**config.mk**
```make
export PLATFORM = sky130hd
export DESIGN_NAME = sparse_block_vector_alu_core
export DESIGN_NICKNAME = d
export VERILOG_FILES = /design/src/sbva_pkg.sv /design/src/sbva_op_unit.sv /design/src/sparse_block_vector_alu_core.sv
export VERILOG_INCLUDE_DIRS = /design/src /design/src/src
export SDC_FILE = /design/constraint.sdc
export NUM_CORES = 1
export LEC_CHECK = 0
export ABC_AREA = 1
export BUFFER_PORTS_ARGS = -buffer_cell sky130_fd_sc_hd__buf_2
export CORE_UTILIZATION = 45
export CTS_BUF_LIST = sky130_fd_sc_hd__clkbuf_4 sky130_fd_sc_hd__clkbuf_8
export CTS_CLUSTER_SIZE = 24
export DETAILED_ROUTE_END_ITERATION = 10
export PLACE_DENSITY = 0.76
export SLEW_MARGIN = 20
export SYNTH_ARGS = -nofsm -noshare
export SYNTH_HDL_FRONTEND = slang
export SYNTH_SLANG_ARGS = --single-unit
```
**constraint.sdc**
```tcl
create_clock -name clk -period 2.35 [get_ports clk]
set_clock_uncertainty 0.2 [all_clocks]
set_input_delay 0.1175 -clock clk [delete_from_list [all_inputs] [get_ports clk]]
set_output_delay 0.1175 -clock clk [all_outputs]
set_load 0.01 [all_outputs]
```
**src/sparse_block_vector_alu_core_assert.svh**
```systemverilog
// Assertion macros shared by the sparse block vector ALU RTL.
`ifndef SPARSE_BLOCK_VECTOR_ALU_CORE_ASSERT_SVH
`define SPARSE_BLOCK_VECTOR_ALU_CORE_ASSERT_SVH

// Check cons in the cycle after ante, outside reset.
`define SBVA_ASSERT_NEXT(lbl, ante, cons) \
  lbl: assert property (@(posedge clk) disable iff (rst) (ante) |=> (cons)) \
    else $error("sbva: next-cycle check failed");

// Check cons in the same cycle as ante, outside reset.
`define SBVA_ASSERT_SAME(lbl, ante, cons) \
  lbl: assert property (@(posedge clk) disable iff (rst) (ante) |-> (cons)) \
    else $error("sbva: same-cycle check failed");

`endif

```
**src/sbva_pkg.sv**
```systemverilog
// Types and constants shared by the sparse block vector ALU modules.
`default_nettype none

package sbva_pkg;

  typedef enum logic [1:0] {
    OP_BIND   = 2'd0,
    OP_UNBIND = 2'd1,
    OP_ROTATE = 2'd2,
    OP_MATCH  = 2'd3
  } op_t;

  localparam logic [8:0] COUNT_MAX = 9'd511;

  typedef struct packed {
    op_t                operation;
    logic [7:0]         position;
    logic [5:0]         block_a;
    logic [5:0]         block_b;
    logic signed [15:0] shift;
    logic               last;
  } item_t;

  typedef struct packed {
    logic [7:0] position_out;
    logic [5:0] block_out;
    logic [8:0] match_count;
    logic       last_out;
  } result_t;

endpackage

`default_nettype wire

```
**src/sbva_op_unit.sv**
```systemverilog
// Combinational block operation: bind, unbind, rotate and match count.
`default_nettype none

module sbva_op_unit import sbva_pkg::*; #(
  parameter int BLOCKS     = 256,
  parameter int BLOCK_SIZE = 64
) (
  input  item_t      item,
  input  logic [8:0] equal_count,
  output result_t    res,
  output logic [8:0] count_next
);

  localparam int BW = (BLOCK_SIZE > 1) ? $clog2(BLOCK_SIZE) : 1;
  localparam int PW = (BLOCKS > 1) ? $clog2(BLOCKS) : 1;

  // Residue tables, built at elaboration.
  logic [BW-1:0] bmod_tbl [64];
  logic [PW-1:0] pmod_tbl [256];
  logic [PW-1:0] shi_tbl  [256];
  logic [PW-1:0] slo_tbl  [256];

  for (genvar i = 0; i < 64; i++) begin : g_bmod
    assign bmod_tbl[i] = BW'(i % BLOCK_SIZE);
  end

  for (genvar i = 0; i < 256; i++) begin : g_pmod
    // High shift byte carries the sign: value is (signed byte) * 256.
    localparam int HS = (i >= 128) ? i - 256 : i;
    localparam int HM = ((HS * 256) % BLOCKS + BLOCKS) % BLOCKS;
    assign pmod_tbl[i] = PW'(i % BLOCKS);
    assign shi_tbl[i]  = PW'(HM);
    assign slo_tbl[i]  = PW'(i % BLOCKS);
  end

  logic [BW-1:0] a_mod;
  logic [BW-1:0] b_mod;
  logic [BW:0]   bsum;
  logic [BW:0]   bdiff;
  logic [BW-1:0] bind_blk;
  logic [BW-1:0] unbind_blk;
  logic [PW:0]   ssum;
  logic [PW-1:0] shift_mod;
  logic [PW:0]   psum;
  logic [PW-1:0] rot_pos;
  logic [8:0]    count_inc;

  always_comb begin
    a_mod = bmod_tbl[item.block_a];
    b_mod = bmod_tbl[item.block_b];

    bsum = {1'b0, a_mod} + {1'b0, b_mod};
    if (bsum >= (BW+1)'(BLOCK_SIZE)) begin
      bind_blk = BW'(bsum - (BW+1)'(BLOCK_SIZE));
    end else begin
      bind_blk = BW'(bsum);
    end

    // Wrap a negative difference back into range.
    bdiff = {1'b0, a_mod} - {1'b0, b_mod};
    if (a_mod >= b_mod) begin
      unbind_blk = BW'(bdiff);
    end else begin
      unbind_blk = BW'(bdiff + (BW+1)'(BLOCK_SIZE));
    end

    ssum = {1'b0, shi_tbl[item.shift[15:8]]} + {1'b0, slo_tbl[item.shift[7:0]]};
    if (ssum >= (PW+1)'(BLOCKS)) begin
      shift_mod = PW'(ssum - (PW+1)'(BLOCKS));
    end else begin
      shift_mod = PW'(ssum);
    end

    psum = {1'b0, pmod_tbl[item.position]} + {1'b0, shift_mod};
    if (psum >= (PW+1)'(BLOCKS)) begin
      rot_pos = PW'(psum - (PW+1)'(BLOCKS));
    end else begin
      rot_pos = PW'(psum);
    end

    // Saturate the running count.
    if ((item.block_a == item.block_b) && (equal_count != COUNT_MAX)) begin
      count_inc = equal_count + 9'd1;
    end else begin
      count_inc = equal_count;
    end

    res.position_out = item.position;
    res.block_out    = 6'd0;
    res.match_count  = 9'd0;
    res.last_out     = item.last;
    count_next       = equal_count;

    unique case (item.operation)
      OP_BIND: begin
        res.block_out = 6'(bind_blk);
      end
      OP_UNBIND: begin
        res.block_out = 6'(unbind_blk);
      end
      OP_ROTATE: begin
        res.position_out = 8'(rot_pos);
        res.block_out    = item.block_a;
      end
      OP_MATCH: begin
        res.match_count = count_inc;
        count_next      = item.last ? 9'd0 : count_inc;
      end
      default: begin
        res.block_out = 6'd0;
      end
    endcase
  end

endmodule

`default_nettype wire

```
**src/sparse_block_vector_alu_core.sv**
```systemverilog
// Top level of the sparse block vector ALU: input register, operation, result register.
//
//   channel  valid         stall         payload
//   item     item_valid    item_stall    operation position block_a block_b shift last
//   result   result_valid  result_stall  position_out block_out match_count last_out
//
// One item per cycle sustained while result_stall stays low; each item passes the input
// register, then the result register, before its result can transfer.
// rst is synchronous and clears both valid flags and the running match count.
// A stalled result holds; the input register still takes one more item behind it.
// item_stall rises only when both registers hold items and result_stall is high.
`default_nettype none

module sparse_block_vector_alu_core import sbva_pkg::*; #(
  parameter int BLOCKS     = 256,
  parameter int BLOCK_SIZE = 64
) (
  input  logic               clk,
  input  logic               rst,
  input  logic               item_valid,
  output logic               item_stall,
  input  logic [1:0]         operation,
  input  logic [7:0]         position,
  input  logic [5:0]         block_a,
  input  logic [5:0]         block_b,
  input  logic signed [15:0] shift,
  input  logic               last,
  output logic               result_valid,
  input  logic               result_stall,
  output logic [7:0]         position_out,
  output logic [5:0]         block_out,
  output logic [8:0]         match_count,
  output logic               last_out
);

  `include "sparse_block_vector_alu_core_assert.svh"

  logic       s1_valid;
  item_t      s1;
  logic [8:0] equal_count;
  logic [8:0] equal_count_next;
  result_t    res;
  logic       out_free;
  logic       advance;

  assign out_free   = !result_valid || !result_stall;
  assign advance    = s1_valid && out_free;
  assign item_stall = s1_valid && !out_free;

  sbva_op_unit #(
    .BLOCKS     (BLOCKS),
    .BLOCK_SIZE (BLOCK_SIZE)
  ) u_op (
    .item        (s1),
    .equal_count (equal_count),
    .res         (res),
    .count_next  (equal_count_next)
  );

  always_ff @(posedge clk) begin
    if (rst) begin
      s1_valid     <= 1'b0;
      result_valid <= 1'b0;
      equal_count  <= 9'd0;
    end else begin
      if (!item_stall) begin
        s1_valid <= item_valid;
      end
      if (out_free) begin
        result_valid <= s1_valid;
      end
      if (advance) begin
        equal_count <= equal_count_next;
      end
    end
  end

  always_ff @(posedge clk) begin
    if (item_valid && !item_stall) begin
      s1 <= '{operation: op_t'(operation), position: position, block_a: block_a,
              block_b: block_b, shift: shift, last: last};
    end
    if (advance) begin
      position_out <= res.position_out;
      block_out    <= res.block_out;
      match_count  <= res.match_count;
      last_out     <= res.last_out;
    end
  end

  `SBVA_ASSERT_NEXT(a_count_clear, advance && s1.operation == OP_MATCH && s1.last, equal_count == 9'd0)
  `SBVA_ASSERT_NEXT(a_nonmatch_zero, advance && s1.operation != OP_MATCH, match_count == 9'd0)
  `SBVA_ASSERT_SAME(a_stall_full, item_stall, s1_valid && result_valid)
  `SBVA_ASSERT_NEXT(a_count_hold, s1_valid && !advance, $stable(equal_count))

endmodule

`default_nettype wire

```
==> flow_results.org, run 1 <==
** Final layout
- The repair_antennas step left the layout with diodes totalling 0.
- Most common cell after layout, fill and taps aside :: nand2_1
- Count of non-filler cells in the finished layout :: 584
- The post-route netlist has 26.6% of its cells at a drive strength greater than 1.
- Growth of design area from synthesis to finish :: 34.8%
- After routing the design area is 0.00458 mm².
- For this run, the post-layout net count is 540.
- In the layout the commonest cells are nand2_1 (104), buf_2 (60), edfxtp_1 (55).

** Setup path
- The critical path is of the register to register type.
- Worst Path Required :: 2.24 ns
- Together, buffers and inverters on the worst path number 2.
- Levels on crit path :: 11
- Launching element of the worst setup path :: s1[18]
- The worst setup path is launched from a register.
- The largest individual stage delay along the critical path comes from the cell edfxtp_1.
- For the worst setup path, the data arrival time is 2.35 ns.
- STA classifies the critical path endpoint as a register.
- In this run the worst path has a maximum fanout of 4.
- Cell chain of the critical path :: inv_2, ha_4, inv_2, nand2_1, xor2_1, ha_1, a21oi_2, o21ai_1, or2_2, nand3_1, o21ai_1
- The worst register-to-register path begins at s1[18].
- Broken down by cell family, the worst path's largest delay share belongs to simple AND/OR/NAND/NOR gates.
- In this design, the stage delay of the slowest critical-path cell is 0.41 ns.
- R2R cell count :: 11

** Flow run
- The tool flagged a number of max-cap violations equal to 0.

** Yosys
- In this run the mean area of a mapped cell was 9.41 µm².
- Net count after synthesis :: 421
- Yosys mapped a number of flops with a built-in enable equal to 55.
- The synthesized netlist contains 33 unique library cells.
- Synthesis handed over a netlist of 361 instances.
- Yosys warning total :: 0
- In the synthesized netlist the async set-or-reset flop fraction comes to 0%.
- For this run, the register share of the synthesized area comes to 55.1%.
- In the synthesized netlist the dominant register cell turns out to be edfxtp_1.
- The cell area that synthesis handed to floorplanning was 0.00340 mm².
- Register bit total from synthesis :: 66

** Power
- Power spread over the standard cell area amounts to 611 mW/mm².
- Internal Dissipation :: 2.11 mW
- Per report_power, the clock group accounts for 35.0% of the total.
- Portion of total power attributed to combinational logic :: 16.2%
- Of the total power, the share spent switching nets is 24.8%.
- Sequential power share :: 48.8%
- IR analysis of the VDD net gives a maximum drop of 342 µV.
- NetSw :: 694 µW
- For this design the static power due to leakage is 2.03 nW.

** Global route
- Summed over all layers, the global routing overflow is 0.
- Entering global routing, the biggest net connects 32 pins.
- The via count of the first global-routing pass came to 2484.
- Antenna violations before repair :: 0
- Wire length of the first global-routing pass :: 11.0 mm
- GRT Util Overall :: 18.8%

** STA
- Setup repair after global routing could not meet its margin everywhere.
- Worst Tran Pin Value :: 0.392 ns
- Static timing analysis puts the maximum clock frequency at 0.406 GHz.
- Setup TNS :: -0.112 ns
- Once routing completed, OpenROAD measured the worst setup slack at -0.112 ns.
- Dividing the final minimum period by the clock period gives 105%.
- Max_slew headroom :: 73.9%
- Setup violation total in the final timing report :: 1
- Number of slew-limit violations in the final report :: 0
- Time the final worst path needs with I/O delays and setup :: 2.46 ns
- The final-report hold violation count was 0.

** Place
- Counting tap cells, the placed design contains a total of 531 instances.
- Final HPWL from detailed placement :: 4.79 mm
- Dpl ws :: -0.0759 ns
- At the end of routability-driven placement, the weighted congestion stood at 0.884.
- Input and output buffers added on the ports amount to 60.
- Summing all placed instances gives a cell area of 0.00392 mm².

** Floorplanning
- Die area :: 0.00790 mm²
- Area of the core :: 0.00729 mm²
- Once the floorplan was initialized, standard cells occupied 46.6% of the core.
- From left edge to right edge, the die measures 88.9 µm.
- The floorplan has 31 rows.
- Die Y-Extent :: 88.9 µm
- For this design the top-level I/O count stands at 69.

** Run status
- The final reports fail on negative setup slack.
- Result of the run :: finished, violations left

** Drt
- Number of antenna-violating nets in the routed design :: 0
- For this block, the initial DRC count from the detailed router was 214.
- The first detailed-routing pass took 5 iterations.
- Drt drc :: 0
- The routed layout has 2841 vias.
- Average wire per standard cell :: 12.4 µm
- Total wire length after detailed routing :: 7.25 mm
- Average via count per standard cell :: 4.86

** Clock network
- Latest clock arrival within the worst-skew pair :: 0.34 ns
- Buffers inserted during clock tree synthesis total 9.
- Clock tree from TritonCTS :: yes
- CTS root buf :: clkbuf_8
- Clock-pin slew reported for the worst setup and hold paths after clock tree synthesis :: 0.08 ns
- Sink Count :: 66
- Clock tree buffer depth :: 2
- Total number of H-tree levels :: 3

** Min path
- The worst hold path passes through 2 cells.
- In this run the worst hold path is classified as primary input to register.
- Startpoint of the most critical hold path :: position[6]
[metal layers]
layer | wire [µm] | share of wire [%] | vias up | global-route usage (%)
met2 | 3610 | 50 | 85 | 31.0
met3 | 303 | 4.2 | 13 | 3.60
li1 | - | - | 1437 | -
met1 | 3200 | 44 | 1306 | 24.0
met5 | 0 | 0 | - | 0
met4 | 134 | 1.8 | 0 | 8.80
[worst reg2reg max path, delay by kind of cell, from the launching register on]
kind                     cells  cell delay, ns
AO/OA/AOI/OAI                3            0.36
XOR/XNOR                     1            0.20
flip-flops                   1            0.41
buffers and inverters        2            0.14
AND/OR/NAND/NOR              3            0.46
adder cells (fa/ha/maj)      2            0.44
[per-stage QoR]
step	hold slack, ns	power [mW]	utilization (%)
2_1_floorplan	-0.0134	1.63	-
3_3_place_gp	0.0942	1.75	53.7
3_5_place_dp	0.0956	1.76	53.7
4_1_cts	0.268	2.79	61.6
5_1_grt	0.270	2.93	62.8
6_report	0.276	2.80	62.8
[Yosys cell counts, types with 3 or more instances]
cell type    n  area (µm²)
dfxtp_1     11         220
xor2_1       8        70.1
o22ai_1      3        18.8
buf_2        3        15.0
inv_1       41         154
nand3_1     30         150
nand2_1    105         394
o21ai_1      3        15.0
nor2_1      24        90.1
ha_1        15         188
edfxtp_1    55        1650
inv_2        7        26.3
o21ai_0      8        40.0
a21oi_1     21         105
[flip-flops by register name, indices dropped and copies added, names as in the netlist]
register and count:
result_valid 1, s1 31, equal_count 9, s1_valid 1, block_out 6, last_out 1
position_out 8, match_count 9
[final cells by class]
cell class | instances | area (µm²)
inverter | 48 | 180
clock inverter | 3 | 40.0
sequential | 66 | 1880
clock buffer | 13 | 166
fill | 596 | 2710
tap | 99 | 124
multi-input combinational | 243 | 1410
timing repair buffer | 112 | 786
[final timing paths]
path                                       end  slack, ns
worst min register to register  equal_count[8]       0.30
worst max-delay path              block_out[3]      -0.11
worst min-delay path                    s1[35]       0.28
worst max register to register    block_out[3]      -0.11
[repair_timing]
action                                  in CTS  in global routing
setup buffers                                0                  1
hold endpoints to repair                    42                  0
endpoints found under the setup margin       2                 16
hold buffers                                35                  0
cloned                                       0                  1
gates resized for setup                      5                 22
pin swaps                                    3                 20
[cells by family (layout without fill, tap and decap cells)]
logic type                 count (synthesis)  count (layout)  share of synthesized area, %
adders and majority gates                 17              17                          6.70
buffers and inverters                     52             176                          5.85
DFF                                       66              66                          55.1
and+or+nand+nor                          175             175                          23.2
xor gates and xnor gates                  10              10                          2.58
AOI/OAI and AO/OA                         41              41                          6.55
[power groups by stage]
stage	registers, mW	logic, mW	clock network (mW)
2_1_floorplan	1.40	0.234	0
3_3_place_gp	1.39	0.357	0
3_5_place_dp	1.39	0.370	0
4_1_cts	1.37	0.423	0.998
5_1_grt	1.37	0.505	1.05
6_report	1.37	0.453	0.981
No activity file was read; power rests on OpenSTA's default activity.
==> run 2: changes to the inputs <==
--- a/config.mk
+++ b/config.mk
@@ -8,11 +8,12 @@
 export LEC_CHECK = 0
 export ABC_AREA = 1
 export BUFFER_PORTS_ARGS = -buffer_cell sky130_fd_sc_hd__buf_2
-export CORE_UTILIZATION = 45
+export CORE_MARGIN = 2
+export CORE_UTILIZATION = 51
 export CTS_BUF_LIST = sky130_fd_sc_hd__clkbuf_4 sky130_fd_sc_hd__clkbuf_8
 export CTS_CLUSTER_SIZE = 24
 export DETAILED_ROUTE_END_ITERATION = 10
-export PLACE_DENSITY = 0.76
+export PLACE_DENSITY = 0.84
 export SLEW_MARGIN = 20
 export SYNTH_ARGS = -nofsm -noshare
 export SYNTH_HDL_FRONTEND = slang
==> run 2 against run 1 <==
The flow still finishes with violations (negative setup slack). Die area down 7.2%. Core utilization up 10 points. Maximum frequency rose by 0.66%. Sequential share of layout area fell by 0.81 points. Setup slack improved by 0.016 ns.
==> flow_results.org, run 2 (synthesis gave the netlist of run 1 again) <==
** Setup path
- The worst register-to-register path begins at s1[18].
- The worst setup path is captured at a register.
- In this run the worst setup path begins at s1[18].
- R2R cell count :: 12 (+1)
- Levels on crit path :: 12 (+1)
- Worst Path Required :: 2.25 ns (about the same)
- Worst-case register-to-register setup slack :: -0.1 ns (+0.02 ns)
- Critical Path Most Common Cell :: ha_4
- The peak per-stage delay on the critical path came to 0.41 ns (about the same).
- The critical path is of the register to register type.
- Among all stages on the critical path, the largest delay is contributed by edfxtp_1.
- The arrival time at the worst endpoint came to 2.35 ns (about the same).
- End point of the critical path :: block_out[5]
- Cell chain of the critical path :: inv_2, ha_4, inv_4, o31ai_4, xor2_1, inv_1, ha_4, nand2_1, nor3_1, nor2_1, a21oi_1, o21ai_1
- The maximum fanout encountered on the critical timing path came to 3 (-1).
- The number of buffers and inverters on the critical path came to 3 (+1).
- The endpoint identified for the worst register-to-register timing path is block_out[5].
- Largest delay share family, worst path :: adder cells
- STA classifies the critical path startpoint as a register.

** STA
- Setup repair after global routing could not meet its margin everywhere.
- The final number of setup-violating endpoints was 3 (+2).
- The highest achievable clock rate came to 0.409 GHz (+0.66%).
- The transition at the pin with the smallest max-transition slack was 0.390 ns (-0.00204 ns).
- The final-layout worst hold slack was 0.274 ns (-0.00191 ns).
- Number of hold violations in the final report :: 0 (unchanged)
- Max_slew headroom :: 74.0% (+0.14 points)
- Minimum setup slack in the final design :: -0.0962 ns (+0.0161 ns)
- Time the final worst path needs with I/O delays and setup :: 2.45 ns (-0.0161 ns)
- The final cycle utilization of the critical path came to 104% (-0.69 points).
- Number of slew-limit violations in the final report :: 0 (unchanged)

** Clock network
- TritonCTS built the clock tree.
- The clock sink count came to 66 (unchanged).
- The H-tree depth was 3 (unchanged).
- Clock tree buffer depth :: 2 (unchanged)
- The number of buffers created by CTS came to 9 (unchanged).
- The cell sitting at the root of the clock tree is a clkbuf_8.
- Clock-pin slew reported for the worst setup and hold paths after clock tree synthesis :: 0.07 ns (about the same)
- Latest clock arrival within the worst-skew pair :: 0.35 ns (about the same)

** Power
- The cell-internal power was 2.26 mW (+7.2%).
- Sequential power share :: 45.6% (-3.2 points)
- NetSw :: 745 µW (+7.4%)
- Overall power consumption :: 3.00 mW (+7.3%)
- The share of total power in the clock network was 37.3% (+2.3 points).
- Maximum vdd ir drop :: 436 µV (+27%)
- The combinational fraction of design power came to 17.1% (+0.9 points).
- Fraction of power spent switching nets :: 24.8% (+0.035 points)
- Static leakage power :: 2.08 nW (+2.4%)
- The areal power density over the cells is 643 mW/mm² (+5.1%).

** Global route
- GRT Util Overall :: 22.3% (+3.5 points)
- The final global-route overflow total is 0 (unchanged).
- Via count of the first global-routing pass :: 2807 (+13%)
- The maximum number of pins on one net before global-route repair came to 32 (unchanged).
- The initial antenna violation count came to 0 (unchanged).
- Wire length of the first global-routing pass :: 12.7 mm (+16%)

** Drt
- Total wire length after detailed routing :: 8.24 mm (+14%)
- The detailed-router iteration count before antenna repair came to 4 (-1).
- The per-cell routed wire length is 14.5 µm (+17%).
- The via count was 3032 (+6.7%).
- The final antenna-violating net count is 0 (unchanged).
- Drt drc :: 0 (unchanged)
- The number of violations reported at the end of detailed-routing iteration 0 was 252 (+18%).
- Average via count per standard cell :: 5.35 (+9.9%)

** Run status
- Failing checks :: negative setup slack
- The run finished, with violations left.

** Place
- Instance area at placement :: 0.00389 mm² (-0.70%)
- Count of port buffers added during placement :: 60 (unchanged)
- The HPWL reported at the end of detailed placement was 4.94 mm (+3.0%).
- Final GP Congestion :: 0.890 (+0.72%)

** Floorplanning
- Initial cell density of the core :: 53.2% (+6.6 points)
- The core footprint is 0.00639 mm² (-12%).
- The top-level I/O count was 69 (unchanged).
- Die area :: 0.00733 mm² (-7.2%)
- The number of core rows is 29 (-6.5%).
- The die width is 85.6 µm (-3.7%).
- The die height is 85.6 µm (-3.7%).

** Final layout
- Commonest cells after routing, fill and taps aside :: nand2_1 (99), buf_2 (60), edfxtp_1 (55)
- The fraction of layout cells with a size suffix above 1 was 28.4% (+1.8 points).
- Compared with the post-synthesis result, the final layout area differs by 37.6%.
- Registers with the highest flip-flop counts :: s1 x31, equal_count x9, match_count x9
- The final instance area is 0.00467 mm² (+2.0%).
- Register name with the most flops :: s1
- Final-stage net count :: 545 (+0.93%)
- Max FFs per register :: 31 (unchanged)
- Most common cell after layout, fill and taps aside :: nand2_1
- Number of diodes added for antenna fixing :: 0 (unchanged)
- The combined area of the multi-input logic cells is 0.00146 mm² (+3.7%).
- Number of inserted filler cells in the final layout :: 408 (-32%)
- The register area was 0.00188 mm² (unchanged).

** Min path
- In this run the worst hold path is classified as primary input to register.

** Flow run
- Max_cap viols :: 0 (unchanged)
==> run 2: layout make-up <==
type | instances | share of cell area [%]
clock buffers | 9 | 2.65
clock inverters | 7 | 2.30
inverters | 48 | 3.91
multi-input cells | 243 | 31.3
flip-flops and latches | 66 | 40.1
well taps | 77 | 2.06
repair buffers | 117 | 17.7
==> run 2: how the worst min path moves through the flow <==
stage	from	end	slack, ns	cells after the start
floorplan	rst	equal_count[1]	-0.01	1
global placement	operation[0]	s1[37]	0.09	1
detailed placement	block_a[5]	s1[28]	0.1	1
CTS	position[4]	s1[33]	0.26	2
global route	block_b[0]	s1[17]	0.27	2
finish	block_b[5]	s1[22]	0.27	2
==> run 2: timing repair <==
| item | in CTS | in global routing |
|---|---|---|
| hold buffers | 36 | 0 |
| pin swaps | 6 | 15 |
| cloned | 0 | 1 |
| endpoints found under the hold margin | 42 | 0 |
| setup buffers | 1 | 4 |
| setup endpoints to repair | 3 | 17 |
| resized for setup | 15 | 24 |
==> run 2: worst reg2reg max path, stage by stage, from the launching register on <==
cell	delay [ns]
edfxtp_1	0.41
inv_2	0.10
ha_4	0.14
inv_4	0.04
o31ai_4	0.18
xor2_1	0.17
inv_1	0.09
ha_4	0.28
nand2_1	0.09
nor3_1	0.21
nor2_1	0.10
a21oi_1	0.12
o21ai_1	0.08
==> run 2: power by group through the flow <==
stage,combinational (mW),clock [mW],sequential (mW)
after CTS,0.449,1.13,1.37
after detailed placement,0.373,0,1.39
final,0.515,1.12,1.37
after global placement,0.358,0,1.39
after global routing,0.560,1.18,1.37
after floorplan,0.234,0,1.40
==> run 2: layer usage <==
metal  wire (µm)  part of all wire [%]  up-vias  GRT usage, %
met4         285                   3.5        0          8.95
met2        4240                    51      143          38.8
met3         547                   6.6       30          6.26
li1            -                     -     1450             -
met5           0                     0        -             0
met1        3170                    38     1409          26.1
==> run 2: through the flow <==
| step | setup TNS, ns | std cells | setup WS, ns | util [%] |
|---|---|---|---|---|
| floorplan | 0 | 361 | 0.000915 | - |
| global placement | -0.0124 | 509 | -0.0124 | 60.9 |
| detailed placement | -0.0992 | 509 | -0.0907 | 60.9 |
| CTS | -0.00200 | 562 | -0.00200 | 71.2 |
| global route | -0.431 | 567 | -0.190 | 73.2 |
| finish | -0.179 | 567 | -0.0962 | 73.2 |
==> run 3: changes to the inputs <==
==> constraint.sdc (replaced) <==
create_clock -name clk -period 2.2 [get_ports clk]
set_clock_uncertainty 0.2 [all_clocks]
set_input_delay 0.11 -clock clk [delete_from_list [all_inputs] [get_ports clk]]
set_output_delay 0.11 -clock clk [all_outputs]
set_load 0.01 [all_outputs]
==> run 3 against run 2 <==
The run still ends with negative setup slack left. Clock-buffer cell count grew 2. Clock power shrank 22%. Die area is the same. Hold slack lost 0.0031 ns. Flip-flop and latch count is the same. Wire length grew 14%. Cell count grew 1.2%. Critical path type unchanged.
==> flow_results.org, run 3 (synthesis gave the netlist of run 1 again) <==
** Run status
- The flow ran to the end, but the final reports show violations.
- The final reports fail on negative setup slack.

** Final layout
- Count of non-filler cells in the finished layout :: 574 (+1.2%)
- Number of diodes added for antenna fixing :: 0 (unchanged)
- Commonest cells after routing, fill and taps aside :: nand2_1 (89), buf_2 (60), edfxtp_1 (55)
- Most common cell after layout, fill and taps aside :: nand2_1
- Register name with the most flops :: s1
- Compared with the post-synthesis result, the final layout area differs by 43.6%.
- The fraction of layout cells with a size suffix above 1 came to 35.6% (+7.2 points).
- The final design utilization came to 76.4% (+3.2 points).
- The count of nets after finishing was 552 (+1.3%).
- The largest registers in the layout are s1 x31, equal_count x9, match_count x9.
- Max FFs per register :: 31 (unchanged)

** Global route
- The final global-route overflow total is 0 (unchanged).
- Wire length of the first global-routing pass :: 12.3 mm (-3.3%)
- The all-layer global routing usage is 21.7% (-0.64 points).
- The initial antenna violation count was 0 (unchanged).
- Via count of the first global-routing pass :: 2818 (+0.39%)
- The maximum number of pins on one net before global-route repair is 32 (unchanged).

** Drt
- Drt drc :: 0 (unchanged)
- The per-cell routed wire length was 16.4 µm (+13%).
- The detailed-router iteration count before antenna repair came to 5 (+1).
- Number of antenna-violating nets in the routed design :: 0 (unchanged)
- The final wirelength came to 9.40 mm (+14%).
- The via count was 3205 (+5.7%).
- The per-cell via count in the routed design came to 5.58 (+4.4%).
- DRC violation total after the first TritonRoute iteration :: 327 (+30%)

** Setup path
- Arrival time at the worst endpoint :: 2.31 ns (-0.04 ns)
- The maximum fanout encountered on the critical timing path is 3 (unchanged).
- Worst Setup Start Kind :: register
- The peak per-stage delay on the critical path came to 0.41 ns (about the same).
- Traced cell by cell, the critical path runs through inv_2, ha_4, inv_4, o31ai_4, xor2_1, inv_1, ha_4, a21oi_2, o21ai_1, nor2_1, nand3_1, nand2_1, o21ai_1.
- The required time of the critical path was 2.09 ns (-0.16 ns).
- The worst setup path is captured at a register.
- Slowest library cell on the worst path :: edfxtp_1
- By startpoint and endpoint, the worst setup path is classified as register to register.

** Clock network
- Clock tree buffer depth :: 2 (unchanged)
- TritonCTS built the clock tree.
- The register clock-pin slew on the reported worst setup and hold paths was 0.08 ns (about the same).
- Latest clock arrival within the worst-skew pair :: 0.35 ns (about the same)
- The clock sink count came to 66 (unchanged).
- CTS root buf :: clkbuf_8
- The number of buffers created by CTS came to 9 (unchanged).
- The H-tree depth came to 3 (unchanged).

** Floorplanning
- X dimension of the die :: 85.6 µm (unchanged)
- The area enclosed by the die boundary is 0.00733 mm² (unchanged).
- The top-level I/O count was 69 (unchanged).
- Initial cell density of the core :: 53.2% (unchanged)
- The die height is 85.6 µm (unchanged).
- The number of core rows was 29 (unchanged).
- Area of the core :: 0.00639 mm² (unchanged)

** STA
- Setup repair after global routing could not meet its margin everywhere.
- The worst-case setup margin in the final layout is -0.216 ns (-0.120 ns).
- Number of hold violations in the final report :: 0 (unchanged)
- Setup violation total in the final timing report :: 12 (+9)
- Time the final worst path needs with I/O delays and setup :: 2.42 ns (-0.0297 ns)
- The highest achievable clock rate was 0.414 GHz (+1.2%).
- The final cycle utilization of the critical path came to 110% (+5.7 points).
- Number of slew-limit violations in the final report :: 0 (unchanged)
- Max_slew headroom :: 61.8% (-12 points)
- The transition at the pin with the smallest max-transition slack is 0.571 ns (+0.181 ns).

** Power
- Static leakage power :: 2.10 nW (+0.86%)
- The cell-internal power was 2.10 mW (-6.9%).
- PD cells :: 601 mW/mm² (-6.5%)
- The maximum VDD drop was 444 µV (+1.9%).
- Portion of total power attributed to combinational logic :: 20.2% (+3.1 points)
- Fraction of power spent switching nets :: 28.3% (+3.5 points)
- The sequential fraction of design power was 49.9% (+4.3 points).
- Clk pwr share :: 29.9% (-7.4 points)
- The total power is 2.93 mW (-2.4%).
- The switching power total is 829 µW (+11%).

** Place
- The total placed cells including tap cells came to 514 (+0.98%).
- The routability congestion estimate was 0.894 (+0.42%).
- The HPWL reported at the end of detailed placement is 4.98 mm (+0.71%).
- The number of I/O port buffers is 60 (unchanged).

** Min path
- Path type of the worst min-delay path :: primary input to register

** Flow run
- The count of maximum capacitance violations was 0 (unchanged).
run 3: final cells by class:
| cell class | count | area, µm² |
|---|---|---|
| Sequential cell | 66 | 1870 |
| Multi-Input combinational cell | 244 | 1690 |
| Fill cell | 372 | 1510 |
| Timing Repair Buffer | 123 | 875 |
| Inverter | 48 | 185 |
| Clock buffer | 11 | 139 |
| Tap cell | 77 | 96.3 |
| Clock inverter | 5 | 21.3 |
run 3: stage by stage:
step / TNS, ns / hold WS (ns) / cell area (µm²) / worst slack (ns)
after floorplan: -0.0501 / -0.0209 / 3440 / -0.0501
after detailed placement: -0.341 / 0.0881 / 3970 / -0.151
after global routing: -1.96 / 0.269 / 4880 / -0.290
after global placement: -0.157 / 0.0859 / 3970 / -0.0867
final: -0.537 / 0.271 / 4880 / -0.216
after CTS: -0.250 / 0.259 / 4540 / -0.101
run 3: path summary, 6_finish.rpt:
kind                  startpoint        endpoint  slack (ns)  depth (start not counted)
setup / recovery          s1[17]    block_out[5]       -0.22                         13
hold / removal          shift[4]           s1[5]        0.27                          2
setup reg to reg          s1[17]    block_out[5]       -0.22                         13
hold reg to reg   equal_count[7]  equal_count[7]        0.32                          2
run 3: power groups by stage:
stage / Combinational (mW) / Clock (mW) / Sequential (mW)
final: 0.591 / 0.877 / 1.46
after global routing: 0.634 / 0.934 / 1.47
after CTS: 0.491 / 0.868 / 1.46
after detailed placement: 0.414 / 0 / 1.49
after global placement: 0.395 / 0 / 1.49
after floorplan: 0.262 / 0 / 1.50
run 3: routing by layer:
| layer | GRT usage (%) | wire length (µm) | vias to the layer above |
|---|---|---|---|
| li1 | - | - | 1469 |
| met2 | 39.1 | 4860 | 194 |
| met3 | 5.77 | 718 | 51 |
| met1 | 24.6 | 3370 | 1491 |
| met4 | 7.79 | 447 | 0 |
| met5 | 0 | 0 | - |
run 3: timing repair:
item / CTS / global route
hold buffers: 36 / 0
hold endpoints to repair: 42 / 0
pin swaps: 3 / 24
cloned: 0 / 1
buffers inserted: 3 / 4
endpoints found under the setup margin: 3 / 21
gates resized for setup: 8 / 65
run 3: critical path: cells and delay by family, from the launching register on:
family          cells  cell delay (ns)
buf+inv             3             0.23
simple gates        3             0.35
flops               1             0.41
xor+xnor            1             0.18
compound gates      4             0.43
fa+ha+maj           2             0.38
